### config.mk
export PLATFORM = sky130hd
export DESIGN_NAME = tvxz_queue
export DESIGN_NICKNAME = d
export VERILOG_FILES = /design/src/rtl/tvxz_pkg.sv /design/src/rtl/tvxz_queue.sv
export SDC_FILE = /design/constraint.sdc
export NUM_CORES = 1
export LEC_CHECK = 0
export BUFFER_PORTS_ARGS = -buffer_cell sky130_fd_sc_hd__buf_4
export CAP_MARGIN = 20
export CORE_MARGIN = 3
export CORE_UTILIZATION = 54
export CTS_CLUSTER_DIAMETER = 100
export CTS_CLUSTER_SIZE = 10
export DETAILED_ROUTE_END_ITERATION = 12
export PLACE_DENSITY_LB_ADDON = 0.05
export SYNTH_ARGS = -nofsm -noshare
export SYNTH_HDL_FRONTEND = slang
export SYNTH_SLANG_ARGS = --single-unit
### constraint.sdc
create_clock -name i_clk -period 6.27 [get_ports i_clk]
set_input_delay 0.9405 -clock i_clk [delete_from_list [all_inputs] [get_ports i_clk]]
set_output_delay 0.9405 -clock i_clk [all_outputs]
set_load 0.02 [all_outputs]
### src/rtl/tvxz_pkg.sv
// ============================================================================
// tvxz_pkg: shared types and constants for the vertex XZ half-extent block
// Coordinate formats, configuration register indexes, the transformed item
// that travels from the transform front end to the reduction back end, and
// the world-coordinate saturation function.
// ============================================================================
package tvxz_pkg;

    localparam int COORD_W   = 32;                 // signed fixed-point coordinate width
    localparam int FRAC_W    = 16;                 // fraction bits of the coordinate format
    localparam int RAD_W     = COORD_W - 1;        // unsigned radius width
    localparam int PROD_W    = 2 * COORD_W;        // one full product
    localparam int SUM_W     = 2 * COORD_W + 2;    // three products plus offset, exact

    localparam int NUM_REGS  = 8;
    localparam int CFG_IDX_W = $clog2(NUM_REGS);

    // Queue between the transform front end and the reduction back end.
    localparam int MID_DEPTH = 8;
    localparam int MID_PTR_W = $clog2(MID_DEPTH);
    localparam int MID_CNT_W = $clog2(MID_DEPTH + 1);

    // Result queue at the output of the back end.
    localparam int OUT_DEPTH = 4;
    localparam int OUT_PTR_W = $clog2(OUT_DEPTH);
    localparam int OUT_CNT_W = $clog2(OUT_DEPTH + 1);

    typedef logic signed [COORD_W-1:0] t_coord;

    localparam t_coord COORD_MAX = {1'b0, {(COORD_W - 1){1'b1}}};
    localparam t_coord COORD_MIN = {1'b1, {(COORD_W - 1){1'b0}}};
    localparam t_coord CFG_ONE   = t_coord'(1) << FRAC_W;

    typedef enum logic [CFG_IDX_W-1:0] {
        CFG_X_CX  = 3'd0,
        CFG_X_CY  = 3'd1,
        CFG_X_CZ  = 3'd2,
        CFG_X_OFF = 3'd3,
        CFG_Z_CX  = 3'd4,
        CFG_Z_CY  = 3'd5,
        CFG_Z_CZ  = 3'd6,
        CFG_Z_OFF = 3'd7
    } t_cfg_idx;

    // One transformed item as seen by the back end.
    typedef struct packed {
        logic   no_geom;
        logic   last;
        logic   sat;
        t_coord wx;
        t_coord wz;
    } t_xf_item;

    // One finished result.
    typedef struct packed {
        logic [RAD_W-1:0] radius;
        logic             saturated;
    } t_result;

    typedef struct packed {
        logic   sat;
        t_coord val;
    } t_sat_res;

    // Arithmetic shift right by the fraction width, then clamp to the
    // coordinate range.
    function automatic t_sat_res sat_world(input logic signed [SUM_W-1:0] sum);
        logic signed [SUM_W-1:0]     sh;
        logic [SUM_W-COORD_W:0]      hi;
        t_sat_res                    r;
        sh = sum >>> FRAC_W;
        hi = sh[SUM_W-1:COORD_W-1];
        if ((&hi) || (~|hi)) begin
            r.sat = 1'b0;
            r.val = sh[COORD_W-1:0];
        end else begin
            r.sat = 1'b1;
            r.val = sh[SUM_W-1] ? COORD_MIN : COORD_MAX;
        end
        return r;
    endfunction

endpackage

### src/rtl/tvxz_queue.sv
// ============================================================================
// tvxz_queue: transformed item queue
// Small first-in first-out buffer that decouples the transform front end
// from the reduction back end.
// ============================================================================
module tvxz_queue (
    input  logic                        i_clk,
    input  logic                        i_rst_n,
    input  logic                        i_push,
    input  tvxz_pkg::t_xf_item          i_item,
    input  logic                        i_pop,
    output logic                        o_vld,
    output tvxz_pkg::t_xf_item          o_item
);

    tvxz_pkg::t_xf_item                 r_mem [tvxz_pkg::MID_DEPTH];
    logic [tvxz_pkg::MID_PTR_W-1:0]     r_wr, r_rd;
    logic [tvxz_pkg::MID_CNT_W-1:0]     r_cnt;

    always_ff @(posedge i_clk) begin
        if (i_push) begin
            r_mem[r_wr] <= i_item;
        end
    end

    always_ff @(posedge i_clk) begin
        if (!i_rst_n) begin
            r_wr  <= '0;
            r_rd  <= '0;
            r_cnt <= '0;
        end else begin
            if (i_push) begin
                r_wr <= (r_wr == tvxz_pkg::MID_PTR_W'(tvxz_pkg::MID_DEPTH - 1)) ?
                        '0 : r_wr + 1'b1;
            end
            if (i_pop) begin
                r_rd <= (r_rd == tvxz_pkg::MID_PTR_W'(tvxz_pkg::MID_DEPTH - 1)) ?
                        '0 : r_rd + 1'b1;
            end
            if (i_push && !i_pop) begin
                r_cnt <= r_cnt + 1'b1;
            end else if (!i_push && i_pop) begin
                r_cnt <= r_cnt - 1'b1;
            end
        end
    end

    assign o_vld  = (r_cnt != '0);
    assign o_item = r_mem[r_rd];

endmodule

Yosys cells after proc, flatten, opt, wreduce, memory -nomap -nowiden
Memory sizes are Yosys's and may differ from the RTL's. A register that Yosys moved wholly into a read port is not among the register bits.
Index checks and enable logic that the tools add are counted.
- output and inout bits: 68
- input port bits: 71
- latch bits: 0
- memory bits (writable): 536
- memories kept: 1
- ROM bits: 0
- word-level logic and storage cells: 24
- register bits after elaboration: 10
- memories (name ; depth ; width ; rd ports ; clocked after memory_dff ; write ports ; line ; source):
    r_mem ; 8 ; 67 ; 1 ; 1 ; 1 ; tvxz_queue.sv:16 ; tvxz_pkg::t_xf_item r_mem [tvxz_pkg::MID_DEPTH];
- shift-type cells: 0
- $lt $le $gt $ge: 0
- $add $sub $neg: 4
- mux-type cells: 8
- reduce and logical (&&, ||, !) cells: 6
- bitwise gates (word level): 0
- divide/modulo/power cells: 0
- multipliers: 0
- equality and inequality tests: 2
- operators with widths (operator ; number):
    $mux 3 ; 4
    $mux 4 ; 2
    $add 3x1->3 const B ; 2
    $eq 3x3->1 const B ; 2
    $add 4x1->4 const B ; 1
    $reduce_bool 4->1 ; 1
    $sub 4x1->4 const B ; 1
    $logic_and 1x1->1 ; 2
    $logic_not 1->1 ; 2
    $mux 1 ; 2
    $reduce_bool 2->1 ; 1

Longest topological paths before layout
Gate-level depths: netlist of the first run.
- word-level depth: 4
- mapped depth: 8
- gate-level depth less buffers: 8

Worst setup path before layout of the first run
Ideal clock, no wire load.
- path kind: input port to flip-flop
- from: in i_push
- to: mem r_mem[0][0] in the netlist's numbering (enable)
- path buffers: 0
- arrival time: 5.598 ns
- stages: 2
- setup time: 0.575 ns
- setup slack: 0.098 ns
- required time: 5.695 ns
- path through: nand2b_1 nor3_1
- word-level cells in the longest chain between the ends: 2
- ends and longest elaborated chain (element ; line ; source):
    from (decl) ; tvxz_queue.sv:9 ; input logic i_push,
    $mux 1 ; tvxz_queue.sv:21 ; if (i_push) begin
    $mux 1 (not written as such) ; tvxz_queue.sv:22 ; r_mem[r_wr] <= i_item;
    to (decl) ; tvxz_queue.sv:16 ;
No other way between the ends.

==> flow_metrics.env, run 1 <==
export IMPL_antenna_found_initial=1
export IMPL_tritoncts="done"
export IMPL_syn_nets=926
export IMPL_clock_sinks=549
export IMPL_die_area_mm2=0.0415
export IMPL_worstPathRequired_ps=5330
export IMPL_critPathKind="reg2out"
export IMPL_power_density_mw_per_mm2=318
export IMPL_cap_violations=0
export IMPL_cp_start_kind="flop"
export IMPL_clk_latency_ps=590
export IMPL_cts_buffer_depth=3
export IMPL_routed_wl_um=40100
export IMPL_tightest_slew_ps=1000
export IMPL_cp_data_arrival_time_ps=3180
export IMPL_fp_dieW_um=204
export IMPL_swShare_pct=20.3
export IMPL_post_cts_buffers=0
export IMPL_crit_path_max_fanout=67
export IMPL_power_frac_clock_pct=38.3
export IMPL_grt_pass1_vias=9940
export IMPL_hpwl_um=22100
export IMPL_min_period_ps=4120
export IMPL_drv_slew=0
export IMPL_ir_drop_mv=0.242
export IMPL_avgSynthCellArea_um2=24.9
export IMPL_numCtsBuffers=60
export IMPL_p_comb_share_pct=8.0
export IMPL_core_rowCount=71
export IMPL_area_growth_pct=15.5
export IMPL_ys_flop_type="edfxtp_1"
export IMPL_chipHeight_um=204
export IMPL_utilization_pct=63.9
export IMPL_setup_viol=0
export IMPL_placed_area_mm2=0.0227
export IMPL_instances_no_fill=1555
export IMPL_syn_inst=847
export IMPL_postCtsHoldBufs=0
export IMPL_fin_tns_setup_ps=0
export IMPL_cts_root_buf="clkbuf_16"
export IMPL_total_power_mw=7.74
export IMPL_post_cts_resized=0
export IMPL_drc=0
export IMPL_vias_per_cell=5.80
export IMPL_synthDistinctLibCells=31
export IMPL_post_drt_wl_per_cell_um=25.8
export IMPL_cts_htree_levels=2
export IMPL_final_antenna_net_count=0
export IMPL_nets=1110
export IMPL_whs_ps=529
export IMPL_period_share_pct=65.7
export IMPL_grt_usage_pct=19.9
export IMPL_seq_area_frac_synth_pct=77.5
export IMPL_switching_power_mw=1.57
export IMPL_design_area_mm2=0.0244
export IMPL_layout_setup_ws_ps=2150
export IMPL_portBuffers=138
export IMPL_path_clk_slew_ps=50
export IMPL_rsz0062_at_grt="no"
export IMPL_post_place_ws_ps=2710
export IMPL_place_congestion=0.701
export IMPL_synth_seq_cells=549
export IMPL_num_vias=9020
export IMPL_start_util_pct=55.3
export IMPL_internal_power_mw=6.17
export IMPL_end_kind="output port"
export IMPL_async_flop_share_pct=0
export IMPL_place_inst=1480
export IMPL_ios=139
export IMPL_core_area_mm2=0.0381
export IMPL_outcome="complete, no violations"
export IMPL_yosysWarnings=0
export IMPL_p_seq_share_pct=53.7
export IMPL_hold_class="reg2reg"
export IMPL_drive_gt1_share_pct=40.4
export IMPL_syn_area_mm2=0.0211
export IMPL_grt_pass1_wl_um=61200
export IMPL_skew_ps=13.6
export IMPL_hold_violations=0
export IMPL_dr_pass1_iters=4
export IMPL_fmax_mhz=243
export IMPL_grt_overflow=0
export IMPL_worst_slew_margin_rel_pct=33.2
export IMPL_synth_edf_count=536
export IMPL_drt_iter0_markers=525
export IMPL_p_leak_nw=7.95
export IMPL_grt_max_degree=68
[sequential cells by signal, indices dropped and copies added, names as in the netlist, named ones only]
register and count:
r_mem 536, r_cnt 4, r_rd 3, r_wr 3
[power groups by stage]
| stage | combinational (mW) | sequential [mW] | clock (mW) |
|---|---|---|---|
| floorplan | 0.416 | 4.21 | 0 |
| global placement | 0.608 | 4.23 | 0 |
| detailed placement | 0.628 | 4.23 | 0 |
| CTS | 0.629 | 4.16 | 3.04 |
| global route | 0.663 | 4.16 | 3.21 |
| finish | 0.618 | 4.16 | 2.97 |
[layout by cell type (no fill, tap or decap), drive strengths merged]
master / count
nor2: 8
o22ai: 1
diode: 1
nand2: 7
xnor2: 2
and2: 4
mux4: 134
o21ai: 2
fa: 1
inv: 3
buf: 161
mux2i: 4
nor2b: 5
nand2b: 4
or4: 1
a31oi: 1
nand3: 1
dfxtp: 13
clkbuf: 73
nor3: 3
edfxtp: 536
ha: 7
mux2: 67
a211oi: 1
a21oi: 3
clkinv: 1
[synth_stat cells (4+ instances only)]
master / number / share of area, %
mux4_2: 118 / 13
dfxtp_1: 13 / 1.2
buf_2: 15 / 0.36
and2_1: 4 / 0.12
buf_12: 7 / 0.66
mux4_1: 16 / 2.0
mux2_4: 60 / 4.3
mux2i_1: 4 / 0.19
edfxtp_1: 536 / 76
ha_1: 7 / 0.42
clkbuf_1: 11 / 0.20
nor2_1: 8 / 0.14
nor2b_1: 5 / 0.15
mux2_2: 7 / 0.37
nand2_1: 7 / 0.12
nand2b_1: 4 / 0.12
[path summary, 6_finish.rpt]
kind	start	endpoint	slack, ps	cells after the start
worst min-delay path	r_cnt[3]	r_cnt[3]	530	2
worst min register to register	r_cnt[3]	r_cnt[3]	530	2
worst max register to register	r_wr[0]	r_mem[6][22]	3950	3
worst max-delay path	flop	o_item[53]	2150	4
[routing by layer]
layer  up-vias  GRT usage, %  wire length (um)
met5         -             0                 0
met4         0          6.59              1090
met3        64          4.45              2210
met2       226          33.7             20600
met1      4771          26.1             16200
li1       3959             -                 -
[cell families after synthesis]
group	count (synthesis)	synth area share (%)
AND/OR/NAND/NOR	33	0.783
AO/OA/AOI/OAI	8	0.214
adder cells (fa/ha/maj)	8	0.510
multiplexers	205	19.4
buffers and inverters	42	1.45
flip-flops	549	77.5
XOR/XNOR	2	0.0831
[worst max-delay path: stages (launching register included)]
cell and delay (ps):
dfxtp_4 920, buf_4 690, mux4_2 410, mux2_4 280, buf_4 160
[layout make-up]
type	count	area, um2
clock inverters	1	16.3
flip-flops and latches	549	16400
repair buffers	161	1240
diodes	1	2.50
fillers	2486	13800
inverters	3	11.3
multi-input cells	256	4490
clock buffers	73	1590
well taps	511	639
Power figures use the tool's default switching activity.
==> run 2: changes to the inputs <==
--- a/config.mk
+++ b/config.mk
@@ -8,7 +8,7 @@
 export BUFFER_PORTS_ARGS = -buffer_cell sky130_fd_sc_hd__buf_4
 export CAP_MARGIN = 20
 export CORE_MARGIN = 3
-export CORE_UTILIZATION = 54
+export CORE_UTILIZATION = 60
 export CTS_CLUSTER_DIAMETER = 100
 export CTS_CLUSTER_SIZE = 10
 export DETAILED_ROUTE_END_ITERATION = 12
==> constraint.sdc (replaced) <==
create_clock -name i_clk -period 4 [get_ports i_clk]
set_input_delay 0.6 -clock i_clk [delete_from_list [all_inputs] [get_ports i_clk]]
set_output_delay 0.6 -clock i_clk [all_outputs]
set_load 0.02 [all_outputs]
==> flow_metrics.env, run 2 (same netlist as run 1, synthesis figures left out) <==
export IMPL_worstPathRequired_ps=3400
export IMPL_core_rowCount=68
export IMPL_path_clk_slew_ps=60
export IMPL_drive_gt1_share_pct=40.1
export IMPL_r2r_cells=3
export IMPL_reg2reg_to="r_mem[2][36]"
export IMPL_drt_iter0_markers=687
export IMPL_skew_ps=15.2
export IMPL_design_area_mm2=0.0244
export IMPL_swShare_pct=20.4
export IMPL_hpwl_um=21000
export IMPL_post_drt_wl_per_cell_um=26.8
export IMPL_tritoncts="done"
export IMPL_rr_startpoint="r_wr[1]"
export IMPL_area_growth_pct=15.6
export IMPL_internal_power_mw=9.65
export IMPL_ios=139
export IMPL_grt_max_degree=68
export IMPL_power_frac_clock_pct=38.1
export IMPL_hold_violations=0
export IMPL_grt_pass1_vias=9959
export IMPL_largest_register="r_mem"
export IMPL_cp_start_kind="flop"
export IMPL_clk_latency_ps=590
export IMPL_grt_overflow=0
export IMPL_hold_class="in2reg"
export IMPL_p_leak_nw=7.95
export IMPL_fp_dieW_um=194
export IMPL_largest_reg_flops=536
export IMPL_critPathKind="reg2out"
export IMPL_cts_buffer_depth=3
export IMPL_crit_path_max_fanout=32
export IMPL_portBuffers=138
export IMPL_rsz0062_at_grt="no"
export IMPL_top_regs="r_mem: 536 flops, r_cnt: 4 flops"
export IMPL_fin_tns_setup_ps=0
export IMPL_worst_slew_margin_rel_pct=42.5
export IMPL_layout_commonest_cell="edfxtp_1"
export IMPL_cp_data_arrival_time_ps=2850
export IMPL_fmax_mhz=290
export IMPL_post_cts_resized=0
export IMPL_grt_usage_pct=21.8
export IMPL_p_comb_share_pct=8.3
export IMPL_start_util_pct=60.9
export IMPL_die_area_mm2=0.0374
export IMPL_p_seq_share_pct=53.7
export IMPL_cts_root_buf="clkbuf_16"
export IMPL_numCtsBuffers=60
export IMPL_vias_per_cell=6.13
export IMPL_core_area_mm2=0.0346
export IMPL_antenna_found_initial=1
export IMPL_end_kind="output port"
export IMPL_nets=1106
export IMPL_power_density_mw_per_mm2=497
export IMPL_chipHeight_um=194
export IMPL_dr_pass1_iters=5
export IMPL_holdCritStartpoint="i_item[63]"
export IMPL_utilization_pct=70.4
export IMPL_cts_htree_levels=2
export IMPL_drv_slew=0
export IMPL_final_cell_mix="edfxtp_1 (536), buf_4 (143), mux4_2 (118), clkbuf_16 (61), mux2_4 (60)"
export IMPL_clock_sinks=549
export IMPL_place_congestion=0.691
export IMPL_num_vias=9177
export IMPL_placed_area_mm2=0.0228
export IMPL_postCtsHoldBufs=0
export IMPL_tightest_slew_ps=861
export IMPL_setup_viol=0
export IMPL_routed_wl_um=40100
export IMPL_whs_path_depth=1
export IMPL_cap_violations=0
export IMPL_hold_path_end="r_mem[2][63]"
export IMPL_period_share_pct=86.3
export IMPL_post_cts_buffers=0
export IMPL_final_antenna_net_count=0
export IMPL_drc=0
export IMPL_switching_power_mw=2.47
export IMPL_rrSetupSlack_ps=1850
export IMPL_ir_drop_mv=0.341
export IMPL_outcome="complete, no violations"
export IMPL_whs_ps=241
export IMPL_min_period_ps=3450
export IMPL_grt_pass1_wl_um=61200
-- run 2: worst max-delay path by stage --
stage	startpoint	to	slack, ps	cells past startpoint
after global placement	flop	o_item[54]	1130	4
after detailed placement	flop	o_item[48]	1090	4
after CTS	flop	o_item[48]	450	4
final	flop	o_item[48]	550	4
after floorplan	i_push	r_mem[2][0]	-20	2
after global routing	flop	o_item[53]	340	4
-- run 2: layer usage --
| layer | GRT usage (%) | up-vias | part of all wire [%] |
|---|---|---|---|
| li1 | - | 3958 | - |
| met1 | 29.3 | 4860 | 40 |
| met2 | 37.5 | 305 | 52 |
| met3 | 4.14 | 54 | 6.1 |
| met4 | 6.03 | 0 | 1.7 |
| met5 | 0 | - | 0 |
-- run 2: area by class of cell --
| class | instances | area, um2 |
|---|---|---|
| Clock buffer | 73 | 1570 |
| Inverter | 3 | 11.3 |
| Antenna cell | 1 | 2.50 |
| Fill cell | 2012 | 10200 |
| Timing Repair Buffer | 157 | 1350 |
| Tap cell | 455 | 569 |
| Sequential cell | 549 | 16400 |
| Multi-Input combinational cell | 256 | 4500 |
| Clock inverter | 2 | 17.5 |
-- run 2: worst max-delay path: stages, from the launching register on --
cell and delay [ps]:
dfxtp_4 790, buf_4 480, mux4_2 550, mux2_4 280
buf_4 160
-- run 2: metrics by stage --
| step | std cells | power (mW) | worst slack (ps) |
|---|---|---|---|
| after floorplan | 847 | 7.25 | -17.5 |
| after global placement | 1420 | 7.59 | 1130 |
| after detailed placement | 1420 | 7.63 | 1090 |
| after CTS | 1495 | 12.2 | 451 |
| after global routing | 1496 | 12.5 | 335 |
| final | 1496 | 12.1 | 547 |
-- run 2: power by group through the flow --
stage / registers, mW / logic (mW) / clock network, mW
after floorplan: 6.60 / 0.653 / 0
after global placement: 6.61 / 0.974 / 0
after detailed placement: 6.63 / 1.01 / 0
after CTS: 6.51 / 1.02 / 4.72
after global routing: 6.52 / 1.07 / 4.96
final: 6.51 / 1.00 / 4.62
