==> src/rtl/tvxz_pkg.sv <==
// ============================================================================
// tvxz_pkg: shared types and constants for the vertex XZ half-extent block
// Coordinate formats, configuration register indexes, the transformed item
// that travels from the transform front end to the reduction back end, and
// the world-coordinate saturation function.
// ============================================================================
package tvxz_pkg;

    localparam int COORD_W   = 32;                 // signed fixed-point coordinate width
    localparam int FRAC_W    = 16;                 // fraction bits of the coordinate format
    localparam int RAD_W     = COORD_W - 1;        // unsigned radius width
    localparam int PROD_W    = 2 * COORD_W;        // one full product
    localparam int SUM_W     = 2 * COORD_W + 2;    // three products plus offset, exact

    localparam int NUM_REGS  = 8;
    localparam int CFG_IDX_W = $clog2(NUM_REGS);

    // Queue between the transform front end and the reduction back end.
    localparam int MID_DEPTH = 8;
    localparam int MID_PTR_W = $clog2(MID_DEPTH);
    localparam int MID_CNT_W = $clog2(MID_DEPTH + 1);

    // Result queue at the output of the back end.
    localparam int OUT_DEPTH = 4;
    localparam int OUT_PTR_W = $clog2(OUT_DEPTH);
    localparam int OUT_CNT_W = $clog2(OUT_DEPTH + 1);

    typedef logic signed [COORD_W-1:0] t_coord;

    localparam t_coord COORD_MAX = {1'b0, {(COORD_W - 1){1'b1}}};
    localparam t_coord COORD_MIN = {1'b1, {(COORD_W - 1){1'b0}}};
    localparam t_coord CFG_ONE   = t_coord'(1) << FRAC_W;

    typedef enum logic [CFG_IDX_W-1:0] {
        CFG_X_CX  = 3'd0,
        CFG_X_CY  = 3'd1,
        CFG_X_CZ  = 3'd2,
        CFG_X_OFF = 3'd3,
        CFG_Z_CX  = 3'd4,
        CFG_Z_CY  = 3'd5,
        CFG_Z_CZ  = 3'd6,
        CFG_Z_OFF = 3'd7
    } t_cfg_idx;

    // One transformed item as seen by the back end.
    typedef struct packed {
        logic   no_geom;
        logic   last;
        logic   sat;
        t_coord wx;
        t_coord wz;
    } t_xf_item;

    // One finished result.
    typedef struct packed {
        logic [RAD_W-1:0] radius;
        logic             saturated;
    } t_result;

    typedef struct packed {
        logic   sat;
        t_coord val;
    } t_sat_res;

    // Arithmetic shift right by the fraction width, then clamp to the
    // coordinate range.
    function automatic t_sat_res sat_world(input logic signed [SUM_W-1:0] sum);
        logic signed [SUM_W-1:0]     sh;
        logic [SUM_W-COORD_W:0]      hi;
        t_sat_res                    r;
        sh = sum >>> FRAC_W;
        hi = sh[SUM_W-1:COORD_W-1];
        if ((&hi) || (~|hi)) begin
            r.sat = 1'b0;
            r.val = sh[COORD_W-1:0];
        end else begin
            r.sat = 1'b1;
            r.val = sh[SUM_W-1] ? COORD_MIN : COORD_MAX;
        end
        return r;
    endfunction

endpackage

==> src/rtl/tvxz_reduce.sv <==
// ============================================================================
// tvxz_reduce: reduction back end
// Keeps the running bounds of the current run, turns the bounds of a closed
// run into the half-extent result and buffers results for the consumer.
// ============================================================================
module tvxz_reduce (
    input  logic                            i_clk,
    input  logic                            i_rst_n,
    input  logic                            i_vld,
    input  tvxz_pkg::t_xf_item              i_item,
    output logic                            o_take,
    input  logic                            i_pop,
    output logic                            o_empty,
    output logic [tvxz_pkg::RAD_W-1:0]      o_radius,
    output logic                            o_saturated
);

    tvxz_pkg::t_coord                       r_min_x, r_max_x, r_min_z, r_max_z;
    logic                                   r_sat_seen;
    tvxz_pkg::t_coord                       n_min_x, n_max_x, n_min_z, n_max_z;
    logic                                   n_close;

    logic                                   r_fin_vld, r_fin_zero, r_fin_sat;
    tvxz_pkg::t_coord                       r_fin_min_x, r_fin_max_x;
    tvxz_pkg::t_coord                       r_fin_min_z, r_fin_max_z;

    logic signed [tvxz_pkg::COORD_W:0]      n_dx, n_dz;
    logic [tvxz_pkg::COORD_W-1:0]           n_ex, n_ez;
    tvxz_pkg::t_result                      n_res;

    tvxz_pkg::t_result                      r_out [tvxz_pkg::OUT_DEPTH];
    logic [tvxz_pkg::OUT_PTR_W-1:0]         r_wr, r_rd;
    logic [tvxz_pkg::OUT_CNT_W-1:0]         r_cnt;
    logic                                   n_out_pop;

    // A queued item is taken only while the result queue has room for every
    // result already on its way.
    assign o_take  = i_vld &&
                     ((tvxz_pkg::OUT_CNT_W + 1)'(r_cnt) +
                      (tvxz_pkg::OUT_CNT_W + 1)'(r_fin_vld) <
                      (tvxz_pkg::OUT_CNT_W + 1)'(tvxz_pkg::OUT_DEPTH));
    assign n_close = i_item.no_geom || i_item.last;

    always_comb begin
        n_min_x = (i_item.wx < r_min_x) ? i_item.wx : r_min_x;
        n_max_x = (i_item.wx > r_max_x) ? i_item.wx : r_max_x;
        n_min_z = (i_item.wz < r_min_z) ? i_item.wz : r_min_z;
        n_max_z = (i_item.wz > r_max_z) ? i_item.wz : r_max_z;
    end

    always_ff @(posedge i_clk) begin
        if (!i_rst_n) begin
            r_min_x    <= tvxz_pkg::COORD_MAX;
            r_max_x    <= tvxz_pkg::COORD_MIN;
            r_min_z    <= tvxz_pkg::COORD_MAX;
            r_max_z    <= tvxz_pkg::COORD_MIN;
            r_sat_seen <= 1'b0;
            r_fin_vld  <= 1'b0;
        end else begin
            r_fin_vld <= o_take && n_close;
            if (o_take) begin
                if (n_close) begin
                    r_min_x    <= tvxz_pkg::COORD_MAX;
                    r_max_x    <= tvxz_pkg::COORD_MIN;
                    r_min_z    <= tvxz_pkg::COORD_MAX;
                    r_max_z    <= tvxz_pkg::COORD_MIN;
                    r_sat_seen <= 1'b0;
                end else begin
                    r_min_x    <= n_min_x;
                    r_max_x    <= n_max_x;
                    r_min_z    <= n_min_z;
                    r_max_z    <= n_max_z;
                    r_sat_seen <= r_sat_seen | i_item.sat;
                end
            end
        end
    end

    always_ff @(posedge i_clk) begin
        if (o_take && n_close) begin
            r_fin_zero  <= i_item.no_geom;
            r_fin_sat   <= r_sat_seen | i_item.sat;
            r_fin_min_x <= n_min_x;
            r_fin_max_x <= n_max_x;
            r_fin_min_z <= n_min_z;
            r_fin_max_z <= n_max_z;
        end
    end

    // A closed run always holds at least one vertex, so max is not below min
    // and both differences are non-negative.
    always_comb begin
        n_dx = {r_fin_max_x[tvxz_pkg::COORD_W-1], r_fin_max_x} -
               {r_fin_min_x[tvxz_pkg::COORD_W-1], r_fin_min_x};
        n_dz = {r_fin_max_z[tvxz_pkg::COORD_W-1], r_fin_max_z} -
               {r_fin_min_z[tvxz_pkg::COORD_W-1], r_fin_min_z};
        n_ex = n_dx[tvxz_pkg::COORD_W:1];
        n_ez = n_dz[tvxz_pkg::COORD_W:1];
        if (r_fin_zero) begin
            n_res.radius    = '0;
            n_res.saturated = 1'b0;
        end else begin
            n_res.radius    = (n_ex > n_ez) ? n_ex[tvxz_pkg::RAD_W-1:0]
                                            : n_ez[tvxz_pkg::RAD_W-1:0];
            n_res.saturated = r_fin_sat;
        end
    end

    assign n_out_pop = i_pop && (r_cnt != '0);

    always_ff @(posedge i_clk) begin
        if (r_fin_vld) begin
            r_out[r_wr] <= n_res;
        end
    end

    always_ff @(posedge i_clk) begin
        if (!i_rst_n) begin
            r_wr  <= '0;
            r_rd  <= '0;
            r_cnt <= '0;
        end else begin
            if (r_fin_vld) begin
                r_wr <= (r_wr == tvxz_pkg::OUT_PTR_W'(tvxz_pkg::OUT_DEPTH - 1)) ?
                        '0 : r_wr + 1'b1;
            end
            if (n_out_pop) begin
                r_rd <= (r_rd == tvxz_pkg::OUT_PTR_W'(tvxz_pkg::OUT_DEPTH - 1)) ?
                        '0 : r_rd + 1'b1;
            end
            if (r_fin_vld && !n_out_pop) begin
                r_cnt <= r_cnt + 1'b1;
            end else if (!r_fin_vld && n_out_pop) begin
                r_cnt <= r_cnt - 1'b1;
            end
        end
    end

    assign o_empty     = (r_cnt == '0);
    assign o_radius    = r_out[r_rd].radius;
    assign o_saturated = r_out[r_rd].saturated;

endmodule

==> config.mk <==
export PLATFORM = sky130hd
export DESIGN_NAME = tvxz_reduce
export DESIGN_NICKNAME = d
export VERILOG_FILES = /design/src/rtl/tvxz_pkg.sv /design/src/rtl/tvxz_reduce.sv
export SDC_FILE = /design/constraint.sdc
export NUM_CORES = 1
export LEC_CHECK = 0
export BUFFER_PORTS_ARGS = -buffer_cell sky130_fd_sc_hd__buf_2
export CAP_MARGIN = 20
export CORE_ASPECT_RATIO = 1.25
export CORE_MARGIN = 5
export CORE_UTILIZATION = 45
export CTS_BUF_LIST = sky130_fd_sc_hd__clkbuf_16
export CTS_CLUSTER_SIZE = 24
export DETAILED_ROUTE_END_ITERATION = 8
export SLEW_MARGIN = 20
export SYNTH_ARGS = -nofsm -noshare
export SYNTH_HDL_FRONTEND = slang
export SYNTH_SLANG_ARGS = --single-unit
==> constraint.sdc <==
create_clock -name i_clk -period 7.9 [get_ports i_clk]
set_clock_uncertainty 0.1 [all_clocks]
set_input_delay 1.58 -clock i_clk [delete_from_list [all_inputs] [get_ports i_clk]]
set_output_delay 1.58 -clock i_clk [all_outputs]
set_load 0.005 [all_outputs]
Yosys cells after proc, flatten, opt, wreduce, memory -nomap -nowiden
Memory sizes are Yosys's and may differ from the RTL's. A register that Yosys moved wholly into a read port is not among the register bits.
Index checks and enable logic that the tools add are counted.
Word-level totals
  word-level logic and storage cells: 62
  memories: 1
  register bits after elaboration: 267
  memory bits (writable): 128
Cells by class
  add/sub/neg operators: 7
  mux-type cells: 19
  reductions and logical operators: 11
  magnitude comparators: 6
  bitwise operators: 1
  equal/unequal tests: 2
Memory list
  r_out: words 4, width 32, read ports 1, clocked after memory_dff 1, write ports 1, RTL line tvxz_reduce.sv:31  | tvxz_pkg::t_result r_out [tvxz_pkg::OUT_DEPTH];
Operators by type and width (count)
  two-way mux 32 bit: 9
  > comparator 32 bit: 3
  subtractor 32 x 32 -> 33 bit: 2
  < comparator 32 bit: 2
  two-way mux 31 bit: 1
  two-way mux 2 bit: 4
  two-way mux 3 bit: 2
  logical AND 1 bit: 5
  adder 2 x 1 -> 2 bit (second input constant): 2
  adder 3 x 1 -> 4 bit: 1
  == test 2 bit (second input constant): 2
  < comparator 4 x 3 -> 1 bit (second input constant): 1
  adder 3 x 1 -> 3 bit (second input constant): 1
  logical NOT 3 bit: 1
  two-way mux 1 bit: 3
  nonzero test 3 bit: 1
  subtractor 3 x 1 -> 3 bit (second input constant): 1
  logical NOT 1 bit: 2
  nonzero test 2 bit: 1
  logical OR 1 bit: 1
  OR 1 bit: 1

Depth between registers and ports, before layout
Gate-level depths: netlist of the first run.
  depth in word-level cells: 5
  depth in mapped cells: 23
  gate-level depth less buffers: 20

Worst setup path before layout of the first run
No wires, ideal clock.
  path type: input to register
  from: input i_vld
  to: register r_fin_max_x[0], enable pin
  arrival: 7.386 ns
  library setup time: 0.623 ns
  cell stages on the path: 3
  setup slack: -0.209 ns
  cell sequence: nand3b_1 > clkbuf_1 > nor2_1
On the way
  longest elaborated chain between the ends: 2
Ends and longest elaborated chain
  from (decl): RTL line tvxz_reduce.sv:9  | input logic i_vld,
  logical AND 1 bit: RTL line tvxz_reduce.sv:38  | assign o_take = i_vld &&
  logical AND 1 bit: RTL line tvxz_reduce.sv:80  | if (o_take && n_close) begin
  to (signal assigned): RTL line tvxz_reduce.sv:84  | r_fin_max_x <= n_max_x;
  to (decl): RTL line tvxz_reduce.sv:24  | tvxz_pkg::t_coord r_fin_min_x, r_fin_max_x;
Every way passes these cells.
A chain may end at the register's enable or synchronous reset.

==> impl_metrics.csv, run 1 <==
group,metric,value,unit
placed_design,detailed_place_hpwl,39.76,mm
flow_run,max_cap_violations,0,
logic_synthesis,synth_nets,2386,
power,power.switching,2.758,mW
layout,nNetsFinal,2470,
drt,vias,16037,
floorplanning,fp.dieH,258.6,um
floorplanning,num_rows,91,
clocking,cts_tree,"yes",
placed_design,dp_slack,1961,ps
worst_setup_path,end_kind,"flop",
logic_synthesis,synth_xor_area_share,2.474,%
clocking,clk_latency,590,ps
logic_synthesis,synth_flop_cell,"edfxtp_1",
min_path,min_path_type,"flop to flop",
timing,setup_tns,0,ps
power,intPower,4.873,mW
drt,drt_pass1_iterations,5,
logic_synthesis,ys_seq_area_share,47.32,%
timing,rsz0062_at_grt,"no",
logic_synthesis,synth.cell_area,22250,um2
drt,drc_errors,0,
global_routing,grt_usage,20.10,%
clocking,cts.repair.resized,0,
layout,drive_gt1_share,12.85,%
clocking,cts_max_level,2,
logic_synthesis,synth_compound_area_share,16.75,%
worst_setup_path,worstPathRequired,8170,ps
floorplanning,initial_core_util,45.24,%
power,switching_share,36.14,%
clocking,cts_buffers,43,
logic_synthesis,synthAdderAreaFrac,12.98,%
status,outcome,"finished, final reports clean",
timing,slew-limit-headroom,29.28,%
worst_setup_path,worstPathArrival,6290,ps
clocking,cts-root-buf,"clkbuf_16",
layout,area_delta_synth_final,11.84,%
timing,layout_setup_ws,1881,ps
timing,final_hold_viol_count,0,
clocking,cts.sinks,397,
power,combPwrFrac,38.2,%
power,power-per-cell-area,306.6,nW/um2
layout,layout.cells.non_filler,2854,
logic_synthesis,syn_avg_cell_area,10.67,um2
timing,setup_viol,0,
logic_synthesis,synth_edf_count,258,
global_routing,grt_max_degree,76,
timing,slew_violations,0,
logic_synthesis,synth_cell_types,72,
logic_synthesis,synth_top_family_by_area,"compound AO/OA/AOI/OAI gates",
placed_design,gp_congestion,0.9368,
power,seqPwrFrac,35.4,%
timing,hold_slack,361.8,ps
global_routing,grt.overflow.total,0,
worst_setup_path,path_class,"flop to flop",
clocking,cts_setup_buffers,0,
floorplanning,dieWidth,208.9,um
logic_synthesis,synth_cells,2086,
logic_synthesis,synth-warning-count,0,
floorplanning,die-area,54020,um2
timing,period_needed,6019,ps
power,p_leak,10.53,nW
drt,drt_iter0_drc,1062,
drt,wire_per_inst,19.23,um
placed_design,dpl-instance-area,23480,um2
global_routing,grt_pass1_vias,16035,
drt,drt-vias-per-instance,5.619,
clocking,clkTransAtPathRegs,60,ps
placed_design,numPortBuffers,104,
layout,diodes,0,
drt,finalWirelength,54.89,mm
logic_synthesis,synth_simple_gate_area_share,8.980,%
clocking,clockBufferDepth,3,
timing,fmax,0.1661,GHz
layout,design_area,24890,um2
placed_design,dp.cells,2776,
drt,drtAntennaViolNets,0,
clocking,ctsHoldBuffers,0,
power,clockPowerShare,26.4,%
logic_synthesis,ys_ff_latch,397,
logic_synthesis,postSynth.asyncResetShare,0,%
power,peakVddDrop,0.1420,mV
floorplanning,coreArea,49190,um2
global_routing,grt_pass1_wl,87.33,mm
logic_synthesis,synthMuxAreaShare,6.039,%
worst_setup_path,path_max_fanout,24,
global_routing,antenna_found_initial,1,
worst_setup_path,cp-start-kind,"flop",
timing,fin_crit_sh,76.19,%
timing,tightest_slew,1057,ps
floorplanning,pin_count,105,
[power groups by stage]
| stage | logic (mW) | clock network (mW) | registers, mW |
|---|---|---|---|
| after detailed placement | 2.90 | 0 | 2.74 |
| after global routing | 3.23 | 2.15 | 2.72 |
| after floorplan | 2.03 | 0 | 2.73 |
| after global placement | 2.83 | 0 | 2.74 |
| after CTS | 2.91 | 2.07 | 2.70 |
| final | 2.91 | 2.02 | 2.70 |
[metrics by stage]
| stage | power [mW] | util [%] |
|---|---|---|
| 2_1_floorplan | 4.759 | - |
| 3_3_place_gp | 5.568 | 47.73 |
| 3_5_place_dp | 5.639 | 47.73 |
| 4_1_cts | 7.682 | 50.60 |
| 5_1_grt | 8.100 | 50.60 |
| 6_report | 7.631 | 50.60 |
[registers in the layout, indices dropped and copies added, names as in the netlist, 3 cells and up, named ones only]
register / count
r_max_z: 32
r_fin_min_z: 32
r_fin_min_x: 32
r_cnt: 3
r_fin_max_z: 32
r_min_z: 32
r_out: 128
r_max_x: 32
r_min_x: 32
r_fin_max_x: 32
[worst paths after layout]
check | startpoint | end | slack (ps) | depth (start not counted)
worst min-delay path | r_sat_seen | r_sat_seen | 360 | 2
worst max-delay path | r_fin_max_x[0] | r_out[0][25] | 1880 | 19
worst max register to register | r_fin_max_x[0] | r_out[0][25] | 1880 | 19
worst min register to register | r_sat_seen | r_sat_seen | 360 | 2
[metal layers]
metal	vias up	global-route usage [%]	wire, um
li1	7867	-	-
met1	7704	25.82	23430
met2	383	35.45	27440
met3	81	3.281	2737
met4	2	5.258	1273
met5	-	0	7
[cell usage after synthesis (3+ instances only)]
cell / count / area [um2]
edfxtp_1: 258 / 7747
inv_1: 227 / 852.1
ha_1: 226 / 2828
nand2_1: 160 / 600.6
o21ai_0: 154 / 770.7
dfxtp_1: 139 / 2783
a21oi_1: 107 / 535.5
nor3_1: 72 / 360.4
a31oi_1: 70 / 437.9
nor2_1: 67 / 251.5
a21o_1: 66 / 495.5
a22o_1: 65 / 569.3
clkbuf_1: 48 / 180.2
nand4_1: 39 / 244.0
xnor2_1: 35 / 306.5
mux2_2: 34 / 382.9
mux4_2: 32 / 720.7
xor2_1: 26 / 227.7
buf_2: 25 / 125.1
mux2i_1: 24 / 240.2
a211oi_1: 19 / 142.6
nor2b_1: 18 / 112.6
nand2b_1: 17 / 106.4
nand3_1: 17 / 85.08
o211ai_1: 13 / 97.59
o2bb2ai_1: 13 / 113.9
o21a_1: 11 / 82.58
buf_1: 9 / 33.78
o21bai_1: 9 / 67.56
and2_1: 8 / 50.05
nor4_1: 5 / 31.28
o31ai_1: 5 / 37.54
and3_1: 4 / 25.02
or3_1: 4 / 25.02
a21boi_0: 3 / 22.52
a31o_2: 3 / 26.28
and4_1: 3 / 26.28
buf_4: 3 / 22.52
fa_1: 3 / 60.06
[cells in the final DEF, fill, tap and decap left out, types with 7 or more instances in the layout]
cell type	n
edfxtp_1	258
inv_1	236
ha_1	226
nand2_1	159
o21ai_0	153
dfxtp_1	138
a21oi_1	106
buf_2	104
nor3_1	71
a31oi_1	70
a21o_1	66
nor2_1	66
a22o_1	65
clkbuf_16	43
nand4_1	39
xnor2_1	35
mux2_2	34
mux4_2	32
xor2_1	26
mux2i_1	20
buf_4	20
a211oi_1	19
nor2b_1	18
nand3_1	17
nand2b_1	17
o211ai_1	13
o2bb2ai_1	13
o21a_1	11
o21bai_1	9
clkinv_2	8
and2_1	7
[layout make-up]
class | count | area (um2)
clock buffer | 43 | 1076
clock inverter | 35 | 334.1
fill | 4494 | 24300
inverter | 227 | 852.1
multi-input combinational | 1377 | 10610
sequential | 397 | 10530
tap | 651 | 814.5
timing repair buffer | 124 | 670.6
[cell families after synthesis]
logic type	Yosys count
AOI/OAI and AO/OA	571
xor gates and xnor gates	62
adders and majority gates	229
buffers and inverters	312
DFF	397
muxes	90
and+or+nand+nor	425
[worst max-delay path: stages, from the launching register on]
cell	delay, ps
edfxtp_1	360
nand2b_1	190
fa_1	440
a211oi_2	230
o21ai_2	110
o211ai_1	320
a211oi_2	180
a311oi_1	440
o21a_1	220
o21ai_2	80
xor2_1	200
ha_1	350
nand4_1	130
nor4_1	520
o221ai_1	230
nand4_1	140
a31oi_1	50
a31o_2	470
nor2_1	770
o2bb2ai_1	270
No activity file was read; power rests on OpenSTA's default activity.
==> run 2, diff against run 1 <==
Settings changed: ABC_AREA from default to 1.
Clock period 7.9 ns to 5.4 ns, I/O delays scaled along.
==> run 2 against run 1 <==
Net effect: final cell count up 35%; via count up 27%; clock power is 37% higher; sequential share of layout area is 3.5 points lower; global-route usage increased by 1.2 points; critical path depth rose by 6; wire length increased by 17%; synthesized cell count rose by 44%; cell area grew 8.9%; first-iteration DRC count rose by 29%; hold slack got worse by 16 ps.
==> impl_metrics.csv, run 2 <==
group,metric,value,unit
status,outcome,"finished, final reports clean",
logic_synthesis,synth_nets,3301,
drt,vias,20309,
logic_synthesis,synthAdderAreaFrac,11.80,%
logic_synthesis,yosysTopAreaCellShare,31.67,%
layout,area_delta_synth_final,10.80,%
timing,tightest_slew,1081,ps
clocking,cts-root-buf,"clkbuf_16",
placed_design,detailed_place_hpwl,48.26,mm
worst_setup_path,worstPathArrival,4720,ps
floorplanning,coreArea,53850,um2
layout,fillers,5123,
min_path,min_path_type,"flop to flop",
power,p_leak,12.21,nW
worst_setup_path,worstPathRequired,5610,ps
layout,diodes,0,
drt,drtAntennaViolNets,0,
floorplanning,pin_count,105,
drt,finalWirelength,64.39,mm
floorplanning,num_rows,95,
logic_synthesis,synth.cell_area,24460,um2
clocking,cts_tree,"yes",
clocking,clockBufferDepth,3,
logic_synthesis,yosys-top-cells-count,"nand2_1, inv_1, a21oi_1",
logic_synthesis,synth-warning-count,0,
logic_synthesis,synth_top_family_by_area,"simple AND/OR/NAND/NOR gates",
placed_design,gp_congestion,0.9406,
timing,rsz0062_at_grt,"no",
timing,final_hold_viol_count,0,
layout,multi_input_area,11670,um2
floorplanning,initial_core_util,45.43,%
clocking,clkTransAtPathRegs,60,ps
timing,hold_slack,345.4,ps
timing,slew-limit-headroom,27.91,%
logic_synthesis,synth_simple_gate_area_share,19.60,%
timing,fmax,0.2217,GHz
drt,drt_iter0_drc,1368,
clocking,clk_latency,570,ps
placed_design,dp_slack,926.1,ps
logic_synthesis,synth_compound_area_share,14.48,%
floorplanning,die-area,59160,um2
layout,design_area,27110,um2
worst_setup_path,end_kind,"flop",
timing,fin_crit_sh,83.54,%
clocking,cts_setup_buffers,0,
layout,top_register,"r_out",
timing,setup_tns,0,ps
clocking,cts.repair.resized,0,
global_routing,antenna_found_initial,0,
layout,layout.cells.non_filler,3846,
logic_synthesis,synth_cells,3001,
layout,mostFrequentLayoutCells,"nand2_1, inv_1, a21oi_1, edfxtp_1, nor2_1",
worst_setup_path,path_max_fanout,27,
placed_design,dp.cells,3768,
logic_synthesis,syn_avg_cell_area,8.152,um2
logic_synthesis,postSynth.asyncResetShare,0,%
logic_synthesis,ys_ff_latch,397,
logic_synthesis,synth_xor_area_share,1.647,%
global_routing,grt_pass1_vias,19624,
logic_synthesis,synth_area_leaders,"edfxtp_1, ha_1, dfxtp_1",
worst_setup_path,path_class,"flop to flop",
timing,setup_viol,0,
layout,final_common_cell,"nand2_1",
clocking,cts_buffers,42,
power,peakVddDrop,0.2875,mV
global_routing,grt_max_degree,175,
placed_design,dpl-instance-area,25770,um2
logic_synthesis,synth_cell_types,46,
logic_synthesis,synth_top_area_cell,"edfxtp_1",
logic_synthesis,synth_flop_cell,"edfxtp_1",
clocking,cts.sinks,397,
layout,drive_gt1_share,8.592,%
drt,wire_per_inst,16.74,um
drt,drt-vias-per-instance,5.281,
logic_synthesis,synth_edf_count,258,
drt,drc_errors,0,
layout,regArea,10530,um2
global_routing,grt.overflow.total,0,
layout,nNetsFinal,3385,
floorplanning,dieWidth,218.5,um
timing,slew_violations,0,
clocking,ctsHoldBuffers,0,
timing,period_needed,4511,ps
timing,layout_setup_ws,888.8,ps
logic_synthesis,ys_seq_area_share,43.04,%
logic_synthesis,synthMuxAreaShare,0,%
power,power-per-cell-area,492.1,nW/um2
global_routing,grt_pass1_wl,102.9,mm
floorplanning,fp.dieH,270.7,um
placed_design,numPortBuffers,104,
flow_run,max_cap_violations,0,
layout,largest_register_ffs,128,
logic_synthesis,synth_most_common_cell,"nand2_1",
clocking,cts_max_level,2,
global_routing,grt_usage,21.35,%
drt,drt_pass1_iterations,6,
worst_setup_path,cp-start-kind,"flop",
-- run 2: cell count changes in the layout (fill, tap and decap cells not counted), sizes merged, moves of 65 or more --
cell | previous run | this run
nor2 | 67 | 229
nand2 | 161 | 554
a21oi | 109 | 294
nand3 | 17 | 124
o21ai | 158 | 278
a31oi | 70 | 0
a22o | 65 | 0
inv | 239 | 490
-- run 2: logic make-up (layout without fill, tap and decap cells) --
group,after synthesis,in the layout
AOI/OAI and AO/OA,645,645
xor gates and xnor gates,46,46
adders and majority gates,229,229
buffers and inverters,587,705
DFF,397,397
and+or+nand+nor,1097,1097
-- run 2: layout make-up --
class	instances	area share [%]
Tap cell	727	3.356
Clock inverter	34	0.8355
Timing Repair Buffer	144	3.167
Clock buffer	44	4.062
Multi-Input combinational cell	2017	43.04
Sequential cell	397	38.85
Inverter	483	6.689
-- run 2: stage by stage --
stage,util [%],total power [mW]
2_1_floorplan,-,8.580
3_3_place_gp,47.87,10.47
3_5_place_dp,47.87,10.61
4_1_cts,50.33,13.42
5_1_grt,50.34,14.38
6_report,50.34,13.34
-- run 2: worst max-delay path, stage by stage, from the launching register on --
cell,delay [ps]
edfxtp_1,350
inv_1,50
ha_1,370
a21oi_1,230
o21ai_0,180
o21bai_1,230
nand3b_1,270
nand2_1,130
nand3_1,70
nand2_1,160
inv_1,60
ha_1,290
nand2_1,50
inv_1,80
nand3_1,100
nor3_1,200
nand2_1,70
inv_1,100
nand3_1,80
nand4_1,80
nand2_1,50
buf_4,170
buf_4,230
nand2_1,90
nand2_1,50
nor2_1,400
-- run 2: final timing paths --
path | startpoint | to | slack, ps | cells past startpoint
min | r_sat_seen | r_sat_seen | 350 | 2
max reg2reg | r_fin_min_x[17] | r_out[3][29] | 890 | 25
min reg2reg | r_sat_seen | r_sat_seen | 350 | 2
max | r_fin_min_x[17] | r_out[3][29] | 890 | 25
-- run 2: report_power, final --
part,total (mW),internal [mW],switching (mW)
clock,2.77,1.58,1.19
combinational,6.31,2.03,4.28
sequential,4.26,4.09,0.166
-- run 2: metal layers --
metal  share of wire (%)  GRT usage, %  wire [um]  vias up
met5                   0             0          0        -
met4                 2.7         5.968       1735        0
met3                 4.5         2.583       2898      103
met2                  49         36.82      31400      512
met1                  44         28.35      28350     9468
li1                    -             -          -    10226
